File: src/rtl/sblt_pkg.sv
// ----------------------------------------------------------------------------
// sblt_pkg: shared types and constants for the size budget LRU tracker
// Command and status codes, controller states and the command/status structs.
// ----------------------------------------------------------------------------
package sblt_pkg;

    localparam logic [31:0] BUDGET_RESET = 32'd104857600;

    typedef enum logic [1:0] {
        CMD_ACQUIRE    = 2'd0,
        CMD_INVALIDATE = 2'd1,
        CMD_LOOKUP     = 2'd2,
        CMD_UNUSED     = 2'd3
    } t_cmd;

    typedef enum logic [2:0] {
        ST_STORED    = 3'd0,
        ST_TOO_LARGE = 3'd1,
        ST_PRESENT   = 3'd2,
        ST_REMOVED   = 3'd3,
        ST_ABSENT    = 3'd4,
        ST_HIT       = 3'd5,
        ST_MISS      = 3'd6,
        ST_NONE      = 3'd7
    } t_status;

    typedef enum logic [2:0] {
        S_IDLE,
        S_DECIDE,
        S_EVICT,
        S_FINAL,
        S_WAIT
    } t_state;

    // controller -> datapath
    typedef struct packed {
        logic load;       // capture the incoming beat
        logic evict;      // remove the oldest entry, emit its report
        logic insert;     // store the captured key as most recent
        logic touch;      // make the matched entry most recent
        logic remove;     // remove the matched entry
        logic fin;        // emit the final status result
        t_status status;  // status for the final result
        logic size_zero;  // final out_size is zero
        logic size_held;  // final out_size is the matched entry size
    } t_dp_cmd;

    // datapath -> controller
    typedef struct packed {
        t_cmd cmd;
        logic too_large;
        logic hit;
        logic need_evict;
        logic out_busy;
    } t_dp_stat;

endpackage

File: src/rtl/sblt_ctrl.sv
// ----------------------------------------------------------------------------
// sblt_ctrl: command sequencer
// Steps each command through decide, eviction and final status phases.
// ----------------------------------------------------------------------------
module sblt_ctrl (
    input  logic              i_clk,
    input  logic              i_rst_n,
    input  logic              i_valid,
    output logic              o_ready,
    input  sblt_pkg::t_dp_stat i_stat,
    output sblt_pkg::t_dp_cmd  o_cmd
);
    import sblt_pkg::*;

    t_state r_state, n_state;

    always_ff @(posedge i_clk) begin
        if (!i_rst_n) begin
            r_state <= S_IDLE;
        end else begin
            r_state <= n_state;
        end
    end

    always_comb begin
        n_state = r_state;
        unique case (r_state)
            S_IDLE: begin
                if (i_valid) begin
                    n_state = S_DECIDE;
                end
            end
            S_DECIDE: begin
                if (i_stat.cmd == CMD_UNUSED) begin
                    n_state = S_IDLE;
                end else if (!i_stat.out_busy) begin
                    if (i_stat.cmd == CMD_ACQUIRE && !i_stat.too_large && !i_stat.hit
                        && i_stat.need_evict) begin
                        n_state = S_EVICT;
                    end else begin
                        n_state = S_WAIT;
                    end
                end
            end
            S_EVICT: begin
                if (!i_stat.out_busy && !i_stat.need_evict) begin
                    n_state = S_WAIT;
                end
            end
            S_FINAL: n_state = S_WAIT;
            S_WAIT: begin
                if (!i_stat.out_busy) begin
                    n_state = S_IDLE;
                end
            end
            default: n_state = S_IDLE;
        endcase
    end

    always_comb begin
        o_cmd    = '0;
        o_cmd.status = ST_NONE;
        o_ready  = (r_state == S_IDLE);
        o_cmd.load = (r_state == S_IDLE) && i_valid;
        unique case (r_state)
            S_DECIDE, S_EVICT: begin
                if (!i_stat.out_busy && i_stat.cmd != CMD_UNUSED) begin
                    priority if (i_stat.cmd == CMD_ACQUIRE && i_stat.too_large) begin
                        o_cmd.fin = 1'b1;
                        o_cmd.status = ST_TOO_LARGE;
                    end else if (i_stat.cmd == CMD_ACQUIRE && i_stat.hit) begin
                        o_cmd.fin = 1'b1;
                        o_cmd.touch = 1'b1;
                        o_cmd.size_held = 1'b1;
                        o_cmd.status = ST_PRESENT;
                    end else if (i_stat.cmd == CMD_ACQUIRE) begin
                        if (i_stat.need_evict) begin
                            o_cmd.evict = 1'b1;
                        end else begin
                            o_cmd.fin = 1'b1;
                            o_cmd.insert = 1'b1;
                            o_cmd.status = ST_STORED;
                        end
                    end else if (i_stat.cmd == CMD_INVALIDATE) begin
                        o_cmd.fin = 1'b1;
                        if (i_stat.hit) begin
                            o_cmd.remove = 1'b1;
                            o_cmd.size_held = 1'b1;
                            o_cmd.status = ST_REMOVED;
                        end else begin
                            o_cmd.size_zero = 1'b1;
                            o_cmd.status = ST_ABSENT;
                        end
                    end else begin
                        o_cmd.fin = 1'b1;
                        if (i_stat.hit) begin
                            o_cmd.touch = 1'b1;
                            o_cmd.size_held = 1'b1;
                            o_cmd.status = ST_HIT;
                        end else begin
                            o_cmd.size_zero = 1'b1;
                            o_cmd.status = ST_MISS;
                        end
                    end
                end
            end
            default: ;
        endcase
    end

`ifndef SYNTHESIS
    a_one_action: assert property (@(posedge i_clk) disable iff (!i_rst_n)
        $onehot0({o_cmd.evict, o_cmd.insert, o_cmd.remove, o_cmd.touch}))
        else $error("more than one table action");
    a_load_idle: assert property (@(posedge i_clk) disable iff (!i_rst_n)
        o_cmd.load |-> r_state == S_IDLE)
        else $error("load outside idle");
    a_evict_fin: assert property (@(posedge i_clk) disable iff (!i_rst_n)
        o_cmd.evict |-> !o_cmd.fin)
        else $error("eviction with final result");
`endif
endmodule

File: src/rtl/sblt_dp.sv
// ----------------------------------------------------------------------------
// sblt_dp: slot table, recency ranks, byte count and output register
// ----------------------------------------------------------------------------
module sblt_dp #(
    parameter int SLOTS = 16
) (
    input  logic              i_clk,
    input  logic              i_rst_n,
    input  logic              i_cfg_we,
    input  logic [31:0]       i_cfg_data,
    input  logic [1:0]        i_cmd,
    input  logic [31:0]       i_key_tag,
    input  logic [31:0]       i_obj_size,
    input  sblt_pkg::t_dp_cmd  i_dcmd,
    output sblt_pkg::t_dp_stat o_stat,
    output logic              o_valid,
    input  logic              i_ready,
    output logic              o_kind,
    output logic [31:0]       o_out_key,
    output logic [31:0]       o_out_size,
    output logic [2:0]        o_status,
    output logic [31:0]       o_total_bytes,
    output logic              o_last
);
    import sblt_pkg::*;

    localparam int IW = (SLOTS > 1) ? $clog2(SLOTS) : 1;
    localparam int AW = $clog2(SLOTS + 1);

    logic [31:0] r_key [SLOTS];
    logic [31:0] r_size[SLOTS];
    logic [AW-1:0] r_age[SLOTS];
    logic [SLOTS-1:0] r_vld;
    logic [31:0] r_held, r_budget;
    logic [1:0]  r_cmd;
    logic [31:0] r_ikey, r_isize;
    logic [SLOTS-1:0] r_match;
    logic [AW-1:0] r_cnt;

    logic [SLOTS-1:0] n_match;
    logic [IW-1:0] hit_idx, old_idx, free_idx;
    logic [AW-1:0] hit_age, old_age;
    logic out_busy;

    always_comb begin
        for (int i = 0; i < SLOTS; i++) begin
            n_match[i] = r_vld[i] && (r_key[i] == i_key_tag);
        end
    end

    always_comb begin
        hit_idx = '0;
        old_idx = '0;
        free_idx = '0;
        for (int i = SLOTS - 1; i >= 0; i--) begin
            if (r_match[i]) hit_idx = IW'(i);
            if (!r_vld[i]) free_idx = IW'(i);
            if (r_vld[i] && r_age[i] == r_cnt - AW'(1)) old_idx = IW'(i);
        end
        hit_age = r_age[hit_idx];
        old_age = r_age[old_idx];
    end

    assign out_busy = o_valid && !i_ready;

    always_comb begin
        o_stat.cmd = t_cmd'(r_cmd);
        o_stat.too_large = r_isize > r_budget;
        o_stat.hit = |r_match;
        o_stat.need_evict = (r_cnt != '0)
            && ((r_held > r_budget - r_isize) || (r_cnt == AW'(SLOTS)));
        o_stat.out_busy = out_busy;
    end

    always_ff @(posedge i_clk) begin
        if (!i_rst_n) begin
            r_vld <= '0;
            r_held <= '0;
            r_budget <= BUDGET_RESET;
            r_cnt <= '0;
            r_cmd <= CMD_UNUSED;
            o_valid <= 1'b0;
        end else begin
            if (i_cfg_we && i_cfg_data != '0) r_budget <= i_cfg_data;
            if (i_dcmd.evict || i_dcmd.fin) begin
                o_valid <= 1'b1;
            end else if (i_ready) begin
                o_valid <= 1'b0;
            end
            if (i_dcmd.load) begin
                r_cmd <= i_cmd;
                r_ikey <= i_key_tag;
                r_isize <= i_obj_size;
                r_match <= n_match;
            end
            if (i_dcmd.evict) begin
                r_vld[old_idx] <= 1'b0;
                r_cnt <= r_cnt - AW'(1);
                r_held <= r_held - ((r_size[old_idx] <= r_held) ? r_size[old_idx] : r_held);
                o_kind <= 1'b0;
                o_out_key <= r_key[old_idx];
                o_out_size <= r_size[old_idx];
                o_status <= ST_STORED;
                o_total_bytes <= r_held
                    - ((r_size[old_idx] <= r_held) ? r_size[old_idx] : r_held);
                o_last <= 1'b0;
                for (int i = 0; i < SLOTS; i++) begin
                    if (r_vld[i] && r_age[i] > old_age) r_age[i] <= r_age[i] - AW'(1);
                end
            end
            if (i_dcmd.remove) begin
                r_vld[hit_idx] <= 1'b0;
                r_cnt <= r_cnt - AW'(1);
                r_held <= r_held - ((r_size[hit_idx] <= r_held) ? r_size[hit_idx] : r_held);
                for (int i = 0; i < SLOTS; i++) begin
                    if (r_vld[i] && r_age[i] > hit_age) r_age[i] <= r_age[i] - AW'(1);
                end
            end
            if (i_dcmd.touch) begin
                for (int i = 0; i < SLOTS; i++) begin
                    if (r_vld[i] && r_age[i] < hit_age) r_age[i] <= r_age[i] + AW'(1);
                end
                r_age[hit_idx] <= '0;
            end
            if (i_dcmd.insert) begin
                for (int i = 0; i < SLOTS; i++) begin
                    if (r_vld[i]) r_age[i] <= r_age[i] + AW'(1);
                end
                r_vld[free_idx] <= 1'b1;
                r_key[free_idx] <= r_ikey;
                r_size[free_idx] <= r_isize;
                r_age[free_idx] <= '0;
                r_cnt <= r_cnt + AW'(1);
                r_held <= r_held + r_isize;
            end
            if (i_dcmd.fin) begin
                o_kind <= 1'b1;
                o_out_key <= r_ikey;
                o_status <= i_dcmd.status;
                o_last <= 1'b1;
                if (i_dcmd.size_zero) begin
                    o_out_size <= '0;
                end else if (i_dcmd.size_held) begin
                    o_out_size <= r_size[hit_idx];
                end else begin
                    o_out_size <= r_isize;
                end
                if (i_dcmd.insert) begin
                    o_total_bytes <= r_held + r_isize;
                end else if (i_dcmd.remove) begin
                    o_total_bytes <= r_held
                        - ((r_size[hit_idx] <= r_held) ? r_size[hit_idx] : r_held);
                end else begin
                    o_total_bytes <= r_held;
                end
            end
        end
    end

`ifndef SYNTHESIS
    a_cnt: assert property (@(posedge i_clk) disable iff (!i_rst_n)
        $countones(r_vld) == int'(r_cnt))
        else $error("fill count disagrees with valid bits");
    a_no_emit_busy: assert property (@(posedge i_clk) disable iff (!i_rst_n)
        (i_dcmd.fin || i_dcmd.evict) |-> !out_busy)
        else $error("result issued over a pending one");
    a_insert_room: assert property (@(posedge i_clk) disable iff (!i_rst_n)
        i_dcmd.insert |-> r_cnt != AW'(SLOTS))
        else $error("insert into full table");
`endif
endmodule

File: src/rtl/size_budget_lru_tracker.sv
// Results: the accepting edge loads the command and registers the tag compare;
//   the decide phase then registers the first result beat once no beat is pending.
// Ordering: one command at a time; the next command is accepted only after the
//   final beat of the last one is taken, after all its eviction beats and any
//   receiver stalls (an unused command code gives no beat).
// Reset: synchronous active-low; clears valid bits, byte count and budget to
//   100 MiB. Key, size and rank stores are not cleared.
// ----------------------------------------------------------------------------
// size_budget_lru_tracker: byte-budget LRU cache tracker
// A sequencer drives a slot table with parallel tag compare and recency ranks.
// ----------------------------------------------------------------------------
module size_budget_lru_tracker #(
    parameter int SLOTS = 16
) (
    input  logic        i_clk,
    input  logic        i_rst_n,
    input  logic        i_cfg_we,
    input  logic [31:0] i_cfg_data,
    input  logic        i_valid,
    output logic        o_ready,
    input  logic [1:0]  i_cmd,
    input  logic [31:0] i_key_tag,
    input  logic [31:0] i_obj_size,
    output logic        o_valid,
    input  logic        i_ready,
    output logic        o_kind,
    output logic [31:0] o_out_key,
    output logic [31:0] o_out_size,
    output logic [2:0]  o_status,
    output logic [31:0] o_total_bytes,
    output logic        o_last
);
    import sblt_pkg::*;

    t_dp_cmd  w_cmd;
    t_dp_stat w_stat;

    // sequencer: holds each command until its final beat leaves
    sblt_ctrl u_ctrl (
        .i_clk(i_clk), .i_rst_n(i_rst_n), .i_valid(i_valid), .o_ready(o_ready),
        .i_stat(w_stat), .o_cmd(w_cmd)
    );

    // table, byte count and output beat register
    sblt_dp #(.SLOTS(SLOTS)) u_dp (
        .i_clk(i_clk), .i_rst_n(i_rst_n), .i_cfg_we(i_cfg_we), .i_cfg_data(i_cfg_data),
        .i_cmd(i_cmd), .i_key_tag(i_key_tag), .i_obj_size(i_obj_size),
        .i_dcmd(w_cmd), .o_stat(w_stat), .o_valid(o_valid), .i_ready(i_ready),
        .o_kind(o_kind), .o_out_key(o_out_key), .o_out_size(o_out_size),
        .o_status(o_status), .o_total_bytes(o_total_bytes), .o_last(o_last)
    );
endmodule

File: config.mk
export PLATFORM = sky130hd
export DESIGN_NAME = size_budget_lru_tracker
export DESIGN_NICKNAME = d
export VERILOG_FILES = /design/src/rtl/sblt_pkg.sv /design/src/rtl/sblt_ctrl.sv /design/src/rtl/sblt_dp.sv /design/src/rtl/size_budget_lru_tracker.sv
export SDC_FILE = /design/constraint.sdc
export NUM_CORES = 2
export LEC_CHECK = 0
export BUFFER_PORTS_ARGS = -buffer_cell sky130_fd_sc_hd__buf_4
export CELL_PAD_IN_SITES_DETAIL_PLACEMENT = 2
export CELL_PAD_IN_SITES_GLOBAL_PLACEMENT = 2
export CORE_AREA = 2 2 479 362
export DETAILED_ROUTE_END_ITERATION = 8
export DIE_AREA = 0 0 481 364
export PLACE_DENSITY = 0.85
export SLEW_MARGIN = 25
export SYNTH_ARGS = -nofsm -noshare
export SYNTH_HDL_FRONTEND = slang
export SYNTH_SLANG_ARGS = --single-unit
File: constraint.sdc
create_clock -name i_clk -period 25.5 [get_ports i_clk]
set_input_delay 2.55 -clock i_clk [delete_from_list [all_inputs] [get_ports i_clk]]
set_output_delay 2.55 -clock i_clk [all_outputs]
set_load 0.05 [all_outputs]
==> impl_metrics.csv <==
group,metric,value,unit
run_status,outcome,"finished clean",
floorplanning,die_w,481,µm
hold_path,hold_path.class,"register to register",
floorplanning,std_cell_rows,132,
pwr,p_per_area,61.8,nW/µm²
detailed_routing,dr_total_vias,74900,
detailed_routing,ant_nets,0,
place,gp_congestion,1.06,
pwr,p_leak,30.7,nW
setup_path,worstSetupStartpointType,"register",
grt,grt.overflow.total,0,
cts,cts.sinks,1375,
setup_path,path_max_fanout,58,
sta,fin_crit_sh,0.567,
cts,h-tree-depth,4,
pwr,ir_drop,66.7,µV
setup_path,worstPathRequired,26.02,ns
sta,skew,0.116,ns
floorplanning,start_util,0.456,
setup_path,cp_common_cell,"o21ai_0",
cts,cts_resized,0,
sta,fmax,69.2,MHz
logic_synthesis,syn_inst,7250,
logic_synthesis,avgSynthCellArea,10.8,µm²
detailed_routing,routed_wl,428,mm
sta,postLayoutSetupSlackWorst,11.05,ns
sta,drv_slew,0,
logic_synthesis,synth_cell_type_count,99,
logic_synthesis,seq_area_frac_synth,0.507,
detailed_routing,via_per_inst,7.69,
layout,area_growth,12.2,%
detailed_routing,wire_per_inst,44.0,µm
cts,cts_tree,"built",
floorplanning,die_height,364,µm
sta,min_period,14.45,ns
layout,layout-drive-gt1-share,0.0977,
grt,grt_max_degree,156,
sta,setup_tns,0,ns
place,hpwl,274,mm
floorplanning,boundaryPins,206,
logic_synthesis,netlist_area,78100,µm²
setup_path,end_kind,"register",
logic_synthesis,async_flop_share,0,
layout,fillers,16900,
cts,numCtsBuffers,147,
layout,final_cell_mix,"edfxtp_1, xnor2_1, nand2_1",
layout,fin_nets,7852,
cts,post_cts_buffers,0,
logic_synthesis,synth_fp_nets,7776,
setup_path,critPathMaxStageDelay,1.03,ns
cts,cts.clk_slew.worst_paths,0.06,ns
floorplanning,core_area,171000,µm²
place,port_buffers,205,
sta,hold_viol,0,
logic_synthesis,synth-main-ff-cell,"edfxtp_1",
setup_path,cp.arrival,14.97,ns
setup_path,cpMaxStageDelayCell,"ha_1",
sta,finalSetupViolations,0,
detailed_routing,drc_errors,0,
grt,grt_antenna_before_repair,58,
sta,tightest_slew,1.36,ns
grt,first_global_vias,74800,
place,pre_cts_ws,12.02,ns
logic_synthesis,synth_warnings,0,
run,drv_cap,0,
cts,cts_hold_buffers,0,
sta,rsz0062_at_grt,"no",
grt,grt_pass1_wl,586,mm
logic_synthesis,ys_seq_elements,1375,
logic_synthesis,synth-edff-count,1204,
floorplanning,dieArea,175000,µm²
cts,root_buffer,"clkbuf_16",
sta,relSlewSlack,0.0898,
layout,layout_commonest_cell,"edfxtp_1",
cts,cts_max_path_buffers,3,
cts,clock_latency,0.88,ns
detailed_routing,drtPass1Iterations,7,
grt,gr-usage-all-layers,0.468,
detailed_routing,drt_iter0_drc,14300,
setup_path,crit_type,"register to register",
worst max-delay path: cells and delay by family, from the launching register on:
kind | cells | cell delay (ns)
AOI/OAI and AO/OA | 21 | 6.47
adders and majority gates | 3 | 1.67
DFF | 1 | 0.32
xor gates and xnor gates | 2 | 0.39
muxes | 1 | 0.41
buffers and inverters | 6 | 2.66
and+or+nand+nor | 9 | 2.10
registers in the layout, summed over array words and instances, names as in the netlist:
signal and cells:
u_dp.o_valid 1, u_dp.r_vld 16, u_dp.o_out_size 32, u_dp.r_cmd 2
u_ctrl.r_state 3, u_dp.r_isize 32, u_dp.o_total_bytes 32, u_dp.r_match 16
u_dp.r_budget 32, u_dp.r_ikey 32, u_dp.o_kind 1, u_dp.r_held 32
u_dp.o_out_key 32, u_dp.o_status 3, u_dp.r_size 512, u_dp.r_key 512
u_dp.r_cnt 5, u_dp.r_age 80
final timing paths:
kind	slack, ns	to	startpoint	depth (start not counted)
setup / recovery	11.05	u_dp.o_total_bytes[30]	u_dp.r_cnt[0]	42
setup reg to reg	11.05	u_dp.o_total_bytes[30]	u_dp.r_cnt[0]	42
hold reg to reg	0.50	u_dp.r_budget[25]	u_dp.r_budget[25]	2
hold / removal	0.50	u_dp.r_budget[25]	u_dp.r_budget[25]	2
where the power goes:
part	internal (W)	leakage [nW]	switching (W)
clock network	0.00122	2.30	0.00109
logic	0.000195	16.2	0.000415
registers	0.00246	12.2	0.0000408
total	0.00387	30.7	0.00155
layer usage:
layer  global-route usage  wire (µm)
met2                0.656     173000
met3                0.202      68200
met1                0.600     156000
met5              0.00300        945
met4                0.272      30200
final cells by class:
cell class	count	area (µm²)	share of cell area
multi-input combinational	5213	36600	0.417
tap	2278	2850	0.0325
antenna	32	80.1	0.000914
inverter	209	790	0.00901
clock inverter	60	800	0.00912
timing repair buffer	380	3020	0.0345
sequential	1375	39600	0.452
clock buffer	191	3980	0.0454
through the flow:
stage,utilization,instances,instance area (µm²),total power (W),hold WS (ns)
final,0.512,9738,87700,0.00542,0.496
after global routing,0.512,9716,87600,0.00549,0.563
after CTS,0.510,9698,87300,0.00534,0.497
after detailed placement,0.482,9447,82500,0.00310,0.482
after global placement,0.482,9447,82500,0.00307,0.469
after floorplan,-,7250,78100,0.00286,0.449
cells in the mapped netlist (25+ instances only):
cell | number | area, µm²
o2111ai_1 | 28 | 245
buf_2 | 78 | 390
dfxtp_1 | 171 | 3420
mux2i_1 | 54 | 541
nor4_1 | 108 | 676
nand2_1 | 526 | 1970
a211oi_1 | 38 | 285
nand2b_1 | 78 | 488
nor2_1 | 484 | 1820
o22a_1 | 75 | 657
ha_1 | 419 | 5240
nor2b_1 | 74 | 463
xnor2_1 | 600 | 5260
edfxtp_1 | 1204 | 36200
a21oi_1 | 322 | 1610
a31oi_1 | 221 | 1380
nand4_1 | 157 | 982
o21a_1 | 74 | 556
mux2_2 | 26 | 293
o21ai_0 | 287 | 1440
inv_1 | 208 | 781
xor2_1 | 167 | 1460
and3_1 | 62 | 388
buf_1 | 25 | 93.8
a21o_1 | 68 | 510
o22ai_1 | 482 | 3020
clkbuf_1 | 334 | 1250
o211ai_1 | 25 | 188
nor3_1 | 130 | 651
a221o_1 | 53 | 531
nand3_1 | 93 | 465
a22oi_1 | 180 | 1350
a22o_1 | 62 | 543
cell families (layout without fill, tap and decap cells):
family / count (synthesis) / in the layout / share of synthesized area
flops: 1375 / 1375 / 0.507
simple gates: 1803 / 1803 / 0.110
other cells: 0 / 32 / 0
mux: 80 / 80 / 0.0107
xor+xnor: 771 / 771 / 0.0869
compound gates: 2136 / 2136 / 0.183
buf+inv: 662 / 840 / 0.0339
fa+ha+maj: 423 / 423 / 0.0682
Note: power is estimated with default switching activity, not from simulation.
